## src/rtl/kwm_pkg.sv

```systemverilog
// Shared constants and controller/datapath interface types for the k-way merge block.
package kwm_pkg;

  // Sizing
  localparam int LISTS       = 8;
  localparam int LIST_DEPTH  = 8;
  localparam int VALUE_WIDTH = 32;

  // Fixed port field widths
  localparam int ID_W    = 3;
  localparam int FIELD_W = 32;

  // Derived widths
  localparam int LID_W   = $clog2(LISTS);
  localparam int CNT_W   = $clog2(LIST_DEPTH + 1);
  localparam int ENTRIES = LISTS * LIST_DEPTH;
  localparam int ADDR_W  = $clog2(ENTRIES);
  localparam int TOT_W   = $clog2(ENTRIES + 1);
  localparam int TREE_N  = 1 << LID_W;

  // Command codes carried on the cmd port
  localparam logic CMD_APPEND = 1'b0;
  localparam logic CMD_MERGE  = 1'b1;

  typedef logic signed [VALUE_WIDTH-1:0] elem_t;

  // Controller -> datapath commands
  typedef struct packed {
    logic             append;       // store the beat's value into its list
    logic             merge_empty;  // load the all-empty result
    logic             load_rd;      // prefetch the first entry of list load_idx
    logic [LID_W-1:0] load_idx;
    logic             pick;         // register the smallest head as a result
    logic             refill_rd;    // fetch the next entry of the picked list
  } dp_cmd_t;

  // Datapath -> controller status
  typedef struct packed {
    logic none_left;  // no stored values at all
    logic one_left;   // exactly one stored value not yet emitted
  } dp_stat_t;

endpackage

```

## src/rtl/kwm_ctrl.sv

```systemverilog
// Sequencer for appends, head prefetch and the pick/refill loop of a merge.
module kwm_ctrl (
  input  logic               clk,
  input  logic               rst,
  input  logic               start,
  input  logic               cmd,
  output logic               busy,
  output kwm_pkg::dp_cmd_t   dcmd,
  input  kwm_pkg::dp_stat_t  dstat
);

  localparam logic [2:0] S_IDLE = 3'd0;
  localparam logic [2:0] S_LOAD = 3'd1;
  localparam logic [2:0] S_FILL = 3'd2;
  localparam logic [2:0] S_PICK = 3'd3;
  localparam logic [2:0] S_EMIT = 3'd4;

  logic [2:0]                state;
  logic [2:0]                state_next;
  logic [kwm_pkg::LID_W-1:0] load_cnt;
  logic [kwm_pkg::LID_W-1:0] load_cnt_next;

  assign busy = (state != S_IDLE);

  // Next state and command decode
  always_comb begin
    state_next    = state;
    load_cnt_next = load_cnt;
    dcmd          = '0;
    dcmd.load_idx = load_cnt;
    case (state)
      S_IDLE: begin
        if (start) begin
          if (cmd == kwm_pkg::CMD_APPEND) begin
            dcmd.append = 1'b1;
          end else if (dstat.none_left) begin
            dcmd.merge_empty = 1'b1;
          end else begin
            state_next    = S_LOAD;
            load_cnt_next = '0;
          end
        end
      end
      S_LOAD: begin
        dcmd.load_rd  = 1'b1;
        load_cnt_next = load_cnt + 1'b1;
        if (load_cnt == kwm_pkg::LID_W'(kwm_pkg::LISTS - 1)) begin
          state_next = S_FILL;
        end
      end
      S_FILL: begin
        // last fetched head lands in its register this cycle
        state_next = S_PICK;
      end
      S_PICK: begin
        dcmd.pick = 1'b1;
        if (dstat.one_left) begin
          state_next = S_IDLE;
        end else begin
          state_next = S_EMIT;
        end
      end
      S_EMIT: begin
        dcmd.refill_rd = 1'b1;
        state_next     = S_FILL;
      end
      default: begin
        state_next = S_IDLE;
      end
    endcase
  end

  // State registers
  always_ff @(posedge clk) begin
    if (rst) begin
      state    <= S_IDLE;
      load_cnt <= '0;
    end else begin
      state    <= state_next;
      load_cnt <= load_cnt_next;
    end
  end

`ifndef ASSERT_OFF
  // a merge pass only starts from an accepted merge beat
  a_busy_from_merge: assert property (@(posedge clk) disable iff (rst)
    $rose(busy) |-> $past(start) && ($past(cmd) == kwm_pkg::CMD_MERGE))
    else $error("merge pass started without a merge beat");

  // never pick when nothing is left to emit
  a_pick_nonempty: assert property (@(posedge clk) disable iff (rst)
    (state == S_PICK) |-> !dstat.none_left)
    else $error("pick with no stored values");
`endif

endmodule

```

## src/rtl/kwm_dp.sv

```systemverilog
// Datapath: element memory, per-list counters, head registers, min tree and result registers.
module kwm_dp (
  input  logic                          clk,
  input  logic                          rst,
  input  kwm_pkg::dp_cmd_t              dcmd,
  output kwm_pkg::dp_stat_t             dstat,
  input  logic [kwm_pkg::ID_W-1:0]      list_id,
  input  logic signed [kwm_pkg::FIELD_W-1:0] value,
  output logic                          result_valid,
  output logic signed [kwm_pkg::FIELD_W-1:0] merged_value,
  output logic                          is_last,
  output logic                          all_empty,
  output logic                          overflowed
);

  // Entry address of position pos in list lid; positions past the end fold to 0
  function automatic logic [kwm_pkg::ADDR_W-1:0] entry_addr(
    input logic [kwm_pkg::LID_W-1:0] lid,
    input logic [kwm_pkg::CNT_W-1:0] pos
  );
    logic [kwm_pkg::ADDR_W-1:0] p;
    p = (pos < kwm_pkg::CNT_W'(kwm_pkg::LIST_DEPTH)) ? kwm_pkg::ADDR_W'(pos) : '0;
    return kwm_pkg::ADDR_W'(lid) * kwm_pkg::ADDR_W'(kwm_pkg::LIST_DEPTH) + p;
  endfunction

  // Input value sign-extended or truncated to the stored width
  function automatic kwm_pkg::elem_t to_elem(input logic signed [kwm_pkg::FIELD_W-1:0] v);
    logic signed [63:0] w;
    w = 64'(v);
    return w[kwm_pkg::VALUE_WIDTH-1:0];
  endfunction

  // Stored value sign-extended, low field bits kept
  function automatic logic signed [kwm_pkg::FIELD_W-1:0] from_elem(input kwm_pkg::elem_t e);
    logic signed [63:0] w;
    w = 64'(e);
    return w[kwm_pkg::FIELD_W-1:0];
  endfunction

  kwm_pkg::elem_t              mem [kwm_pkg::ENTRIES];
  kwm_pkg::elem_t              head [kwm_pkg::LISTS];
  logic [kwm_pkg::CNT_W-1:0]   fill [kwm_pkg::LISTS];
  logic [kwm_pkg::CNT_W-1:0]   rpos [kwm_pkg::LISTS];
  logic [kwm_pkg::TOT_W-1:0]   total;
  logic                        overflow_seen;

  logic                        lid_ok;
  logic [kwm_pkg::LID_W-1:0]   lid;
  logic                        full;
  logic                        wr_en;
  logic [kwm_pkg::ADDR_W-1:0]  wr_addr;

  logic                        rd_en;
  logic [kwm_pkg::LID_W-1:0]   rd_lid;
  logic [kwm_pkg::ADDR_W-1:0]  rd_addr;
  kwm_pkg::elem_t              rd_data;
  logic                        rd_pend;
  logic [kwm_pkg::LID_W-1:0]   rd_idx;
  logic [kwm_pkg::LID_W-1:0]   best_idx;

  logic                        clear;

  kwm_pkg::elem_t              node_v  [kwm_pkg::TREE_N];
  logic                        node_ok [kwm_pkg::TREE_N];
  logic [kwm_pkg::LID_W-1:0]   node_i  [kwm_pkg::TREE_N];

  // Status
  assign dstat.none_left = (total == '0);
  assign dstat.one_left  = (total == kwm_pkg::TOT_W'(1));
  assign clear = dcmd.merge_empty || (dcmd.pick && dstat.one_left);

  // Append decode
  assign lid_ok  = (32'(list_id) < kwm_pkg::LISTS);
  assign lid     = kwm_pkg::LID_W'(list_id);
  assign full    = (fill[lid] >= kwm_pkg::CNT_W'(kwm_pkg::LIST_DEPTH));
  assign wr_en   = dcmd.append && lid_ok && !full;
  assign wr_addr = entry_addr(lid, fill[lid]);

  // Read port: prefetch of position 0, or refill of the picked list
  assign rd_en   = dcmd.load_rd || dcmd.refill_rd;
  assign rd_lid  = dcmd.load_rd ? dcmd.load_idx : best_idx;
  assign rd_addr = entry_addr(rd_lid, dcmd.load_rd ? '0 : rpos[best_idx]);

  // Element memory, one write and one registered read port
  always_ff @(posedge clk) begin
    if (wr_en) begin
      mem[wr_addr] <= to_elem(value);
    end
    if (rd_en) begin
      rd_data <= mem[rd_addr];
    end
    rd_idx <= rd_lid;
  end

  always_ff @(posedge clk) begin
    if (rst) begin
      rd_pend <= 1'b0;
    end else begin
      rd_pend <= rd_en;
    end
  end

  // Head registers take the fetched entry from the registered read data while a read is pending
  always_ff @(posedge clk) begin
    if (rd_pend) begin
      head[rd_idx] <= rd_data;
    end
  end

  // Per-list fill and read positions, element total, sticky overflow
  always_ff @(posedge clk) begin
    if (rst || clear) begin
      for (int l = 0; l < kwm_pkg::LISTS; l++) begin
        fill[l] <= '0;
        rpos[l] <= '0;
      end
      total         <= '0;
      overflow_seen <= 1'b0;
    end else begin
      if (dcmd.append && lid_ok) begin
        if (full) begin
          overflow_seen <= 1'b1;
        end else begin
          fill[lid] <= fill[lid] + 1'b1;
          total     <= total + 1'b1;
        end
      end
      if (dcmd.pick) begin
        rpos[node_i[0]] <= rpos[node_i[0]] + 1'b1;
        total           <= total - 1'b1;
      end
    end
  end

  // Tournament tree over the heads; on a tie the lower list wins
  always_comb begin
    logic take_r;
    for (int i = 0; i < kwm_pkg::TREE_N; i++) begin
      node_i[i] = kwm_pkg::LID_W'(i);
      if (i < kwm_pkg::LISTS) begin
        node_v[i]  = head[i];
        node_ok[i] = (rpos[i] < fill[i]);
      end else begin
        node_v[i]  = '0;
        node_ok[i] = 1'b0;
      end
    end
    for (int s = 1; s < kwm_pkg::TREE_N; s = s * 2) begin
      for (int i = 0; i < kwm_pkg::TREE_N; i = i + 2 * s) begin
        take_r = node_ok[i+s] && (!node_ok[i] || (node_v[i+s] < node_v[i]));
        if (take_r) begin
          node_v[i]  = node_v[i+s];
          node_ok[i] = 1'b1;
          node_i[i]  = node_i[i+s];
        end
      end
    end
  end

  // Result strobe
  always_ff @(posedge clk) begin
    if (rst) begin
      result_valid <= 1'b0;
    end else begin
      result_valid <= dcmd.pick || dcmd.merge_empty;
    end
  end

  // Result payload and picked list
  always_ff @(posedge clk) begin
    if (dcmd.pick) begin
      merged_value <= from_elem(node_v[0]);
      is_last      <= dstat.one_left;
      all_empty    <= 1'b0;
      overflowed   <= overflow_seen;
      best_idx     <= node_i[0];
    end else if (dcmd.merge_empty) begin
      merged_value <= '0;
      is_last      <= 1'b1;
      all_empty    <= 1'b1;
      overflowed   <= overflow_seen;
    end
  end

`ifndef ASSERT_OFF
  // an all-empty beat is the only beat of its merge and carries zero
  a_empty_beat: assert property (@(posedge clk) disable iff (rst)
    result_valid && all_empty |-> is_last && (merged_value == '0))
    else $error("malformed all-empty beat");

  // after the final beat every list has been drained and cleared
  a_last_drained: assert property (@(posedge clk) disable iff (rst)
    result_valid && is_last |-> (total == '0) && !overflow_seen)
    else $error("final beat with values still stored");

  // every beat comes from a pick or an empty merge in the cycle before
  a_beat_source: assert property (@(posedge clk) disable iff (rst)
    result_valid |-> $past(dcmd.pick || dcmd.merge_empty))
    else $error("result beat without a source");
`endif

endmodule

```

## src/rtl/k_way_sorted_merge.sv

```systemverilog
// Top level of the k-way sorted merge: controller plus datapath.
// Append or empty merge: busy stays low; an empty merge's result comes next cycle.
// Merge of N > 0 values: busy while the head of each list is prefetched, then for each
// value a pick, then (but for the last) a refill read and a head load.
// Results are strobed on result_valid for one cycle and cannot be stalled.
// Synchronous reset clears lists, counters and overflow; memory contents are kept.
module k_way_sorted_merge (
  input  logic                               clk,
  input  logic                               rst,
  input  logic                               start,
  output logic                               busy,
  input  logic                               cmd,
  input  logic [kwm_pkg::ID_W-1:0]           list_id,
  input  logic signed [kwm_pkg::FIELD_W-1:0] value,
  output logic                               result_valid,
  output logic signed [kwm_pkg::FIELD_W-1:0] merged_value,
  output logic                               is_last,
  output logic                               all_empty,
  output logic                               overflowed
);

  kwm_pkg::dp_cmd_t  dcmd;
  kwm_pkg::dp_stat_t dstat;

  kwm_ctrl u_ctrl (
    .clk   (clk),
    .rst   (rst),
    .start (start),
    .cmd   (cmd),
    .busy  (busy),
    .dcmd  (dcmd),
    .dstat (dstat)
  );

  kwm_dp u_dp (
    .clk          (clk),
    .rst          (rst),
    .dcmd         (dcmd),
    .dstat        (dstat),
    .list_id      (list_id),
    .value        (value),
    .result_valid (result_valid),
    .merged_value (merged_value),
    .is_last      (is_last),
    .all_empty    (all_empty),
    .overflowed   (overflowed)
  );

endmodule
```

## config.mk

```make
export PLATFORM = sky130hd
export DESIGN_NAME = k_way_sorted_merge
export DESIGN_NICKNAME = d
export VERILOG_FILES = /design/src/rtl/kwm_pkg.sv /design/src/rtl/kwm_ctrl.sv /design/src/rtl/kwm_dp.sv /design/src/rtl/k_way_sorted_merge.sv
export SDC_FILE = /design/constraint.sdc
export NUM_CORES = 2
export LEC_CHECK = 0
export BUFFER_PORTS_ARGS = -buffer_cell sky130_fd_sc_hd__buf_2
export CORE_ASPECT_RATIO = 0.7
export CORE_UTILIZATION = 45
export CTS_CLUSTER_DIAMETER = 200
export CTS_CLUSTER_SIZE = 20
export DETAILED_ROUTE_END_ITERATION = 10
export GPL_TIMING_DRIVEN = 0
export PLACE_DENSITY = 0.6
export SYNTH_ARGS = -nofsm -noshare
export SYNTH_HDL_FRONTEND = slang
export SYNTH_SLANG_ARGS = --single-unit
```

## constraint.sdc

```tcl
create_clock -name clk -period 9 [get_ports clk]
set_input_delay 0.45 -clock clk [delete_from_list [all_inputs] [get_ports clk]]
set_output_delay 0.45 -clock clk [all_outputs]
set_load 0.02 [all_outputs]
```

==> out/results.ini <==
[status]
status = finished with violations
violations = max-capacitance violations, max-slew violations, negative setup slack

[clocking]
cts_tree = yes
clkLatencyLatePin_ps = 870
cts.htree.levels = 4
cts_root_buffer = clkbuf_16
cts_buffers = 148
ctsLongestPathBuffers = 4
clkTransAtPathRegs_ps = 100
cts.sinks = 2460

[grt]
grt_pass1_vias = 64700
grt_max_degree = 65
overflow = 0
antenna_found_initial = 38
grt_pass1_wl_um = 517000
track_usage_pct = 32.6

[logic_synthesis]
yosysWarnings = 0
ys_types = 90
synthCells = 7384
synth_edf_count = 2437
async_flop_share_pct = 0
synth-seq-cells = 2460
synth_ff_type = edfxtp_1
synth_fp_nets = 7673
synth-seq-area-share_pct = 72.1
synth_area_per_cell_um2 = 13.8
syn_area_um2 = 102000

[cells_and_area]
fin_cells = 10900
finalInstanceArea_um2 = 117000
drive_above_1_share_pct = 12.2
final_common_cell = edfxtp_1
nFillCells = 18700
area_delta_synth_final_pct = 14.3
finalNetCount = 8152
final_cell_mix = 2437 x edfxtp_1, 1132 x nand2_1, 452 x a21oi_1

[critical_path]
worstPathMaxFanout = 7
rrSetupSlack_ps = -120
cp.depth = 42
cp_top_family = simple AND/OR/NAND/NOR gates
slowest_stage = nor4_4
reg2reg_from = u_dp.head[7][27]$_DFFE_PP_
cp.arrival_ps = 9710
cp.required_ps = 9600
startpoint_type = flop
path_class = reg2reg
ff2ff_path_depth = 42
crit_buf_inv = 12
slowest_delay_ps = 480
critPathCaptureType = flop
r2r-end = u_dp.rpos[6][2]$_SDFFCE_PN0P_

[place]
place_area_um2 = 109000
pre_cts_ws_ps = -5470
place_inst = 10600
dpl.hpwl_um = 273000
gp_congestion = 1.02
io_buffer_count = 73

[sta]
finalHoldViolCount = 0
setup_ws_ps = -116
tightest_slew_ps = 1590
tns_ps = -1480
slew_viol_final = 116
skew_ps = 68.5
rsz0062_at_grt = true
setup_viol = 30
min_period_ps = 9120
fmax_mhz = 110
finalCritPeriodShare_pct = 101
relSlewSlack_pct = -7.56

[power]
peakVddDrop_mv = 0.147
leakage_nw = 38.2
powerDensity_nw_per_um2 = 201

[hold_path]
min_from = value[12]
whs_path_depth = 1
whs_endpoint = u_dp.mem[21][12]$_DFFE_PP_
hold_class = in2reg

[detailed_routing]
vias_per_cell = 6.53
ant_nets = 0
wl_per_cell_um = 35.2
drtIter0Drc = 13100
firstDrtPassIters = 6
drc = 0
vias = 71100
wirelength_um = 383000

[die]
initial_utilization_pct = 45.5
dieArea_um2 = 229000
die_h_um = 401
num_io_pins = 76
rows = 145
die_w_um = 571
core_um2 = 224000

[flow_run]
maxCapViolCount = 16

==> cell families (layout without fill, tap and decap cells) <==
kind of cell / count (synthesis) / count (layout) / synth area share [%]
flops: 2460 / 2460 / 72.1
buf+inv: 705 / 1201 / 2.68
simple gates: 2129 / 2129 / 8.95
compound gates: 1694 / 1694 / 11.6
mux: 138 / 138 / 1.56
other cells: 0 / 7 / 0
fa+ha+maj: 250 / 250 / 3.06
xor+xnor: 8 / 8 / 0.0759
==> flip-flops by register name, indices dropped and copies added (netlist names), named ones only <==
signal / count
u_dp.merged_value: 32
u_dp.overflow_seen: 1
u_dp.rd_pend: 1
u_dp.is_last: 1
u_dp.all_empty: 1
u_dp.best_idx: 3
u_dp.rd_idx: 3
u_dp.fill: 32
u_dp.rpos: 32
u_dp.total: 7
u_ctrl.load_cnt: 3
u_dp.mem: 2048
u_ctrl.state: 3
u_dp.rd_data: 32
u_dp.result_valid: 1
u_dp.overflowed: 1
u_dp.head: 256
==> stage by stage <==
step	hold WS (ps)	power, mW	util [%]
finish	50.7	23.5	52.0
global route	44.5	24.0	52.0
CTS	16.4	22.9	51.2
detailed placement	477	16.0	48.8
global placement	457	15.9	47.4
floorplan	409	14.5	-
==> layout make-up <==
class                   instances  area (um2)  area share [%]
repair buffers                330        4280            3.67
multi-input cells            4219       28000            24.0
clock buffers                 164        3850            3.29
diodes                          7        17.5          0.0150
flip-flops and latches       2460       73600            63.0
clock inverters                 3        33.8          0.0289
inverters                     206         779           0.667
well taps                    3013        3770            3.23
plain buffers                 498        2460            2.11
==> worst reg2reg max path, delay by kind of cell, from the launching register on <==
| kind | cells | cell delay, ps |
|---|---|---|
| compound gates | 10 | 1840 |
| fa+ha+maj | 4 | 1050 |
| buf+inv | 12 | 1780 |
| flops | 1 | 460 |
| mux | 1 | 340 |
| simple gates | 15 | 3430 |
==> where the power goes <==
part / switching, mW / total [mW] / internal, mW
logic: 2.68 / 4.01 / 1.33
clock network: 3.75 / 6.79 / 3.04
registers: 0.0361 / 12.7 / 12.6
total: 6.47 / 23.5 / 17.0
==> Yosys cell counts, drive strengths merged (34+ instances only) <==
cell	n	area share, %
edfxtp	2437	72
nand2	1143	4.2
a21oi	517	2.6
nand3	423	2.1
o221ai	399	3.4
clkbuf	392	1.4
nor2	311	1.1
ha	250	3.1
inv	206	0.76
a311oi	187	1.6
a31oi	133	0.81
o22ai	118	0.72
a211oi	108	0.80
buf	107	0.48
nor3	94	0.49
mux2	67	0.74
o21ai	64	0.31
mux2i	61	0.60
a21o	55	0.40
o21a	41	0.30
and2	39	0.24
nand4	34	0.21
==> worst max path at each step <==
stage | slack (ps) | to | from
3_5_place_dp | -5470 | u_dp.rpos[4][2]$_SDFFCE_PN0P_ | u_dp.head[5][31]$_DFFE_PP_
6_report | -120 | u_dp.rpos[6][2]$_SDFFCE_PN0P_ | u_dp.head[7][27]$_DFFE_PP_
5_1_grt | -200 | u_dp.rpos[7][2]$_SDFFCE_PN0P_ | u_dp.head[7][27]$_DFFE_PP_
3_3_place_gp | -6060 | u_dp.rpos[4][2]$_SDFFCE_PN0P_ | u_dp.head[5][31]$_DFFE_PP_
2_1_floorplan | 190 | u_dp.rpos[0][2]$_SDFFCE_PN0P_ | u_dp.head[1][25]$_DFFE_PP_
4_1_cts | 0.5 | u_dp.rpos[6][2]$_SDFFCE_PN0P_ | u_dp.head[3][14]$_DFFE_PP_
==> layer usage <==
layer | share of wire (%) | vias to the layer above | track usage (%)
met5 | 0.023 | - | 0
met1 | 43 | 36300 | 52.1
met4 | 2.9 | 12 | 8.55
met2 | 39 | 4845 | 42.1
met3 | 15 | 483 | 9.97
li1 | - | 29500 | -
==> what timing repair did <==
action / CTS / global route
pin swaps: 46 / 96
hold endpoints to repair: 102 / 0
buffers inserted: 38 / 79
endpoints found under the setup margin: 102 / 97
hold buffers: 12 / 0
cloned: 1 / 11
gates resized for setup: 253 / 211
No activity file was read; power rests on OpenSTA's default activity.
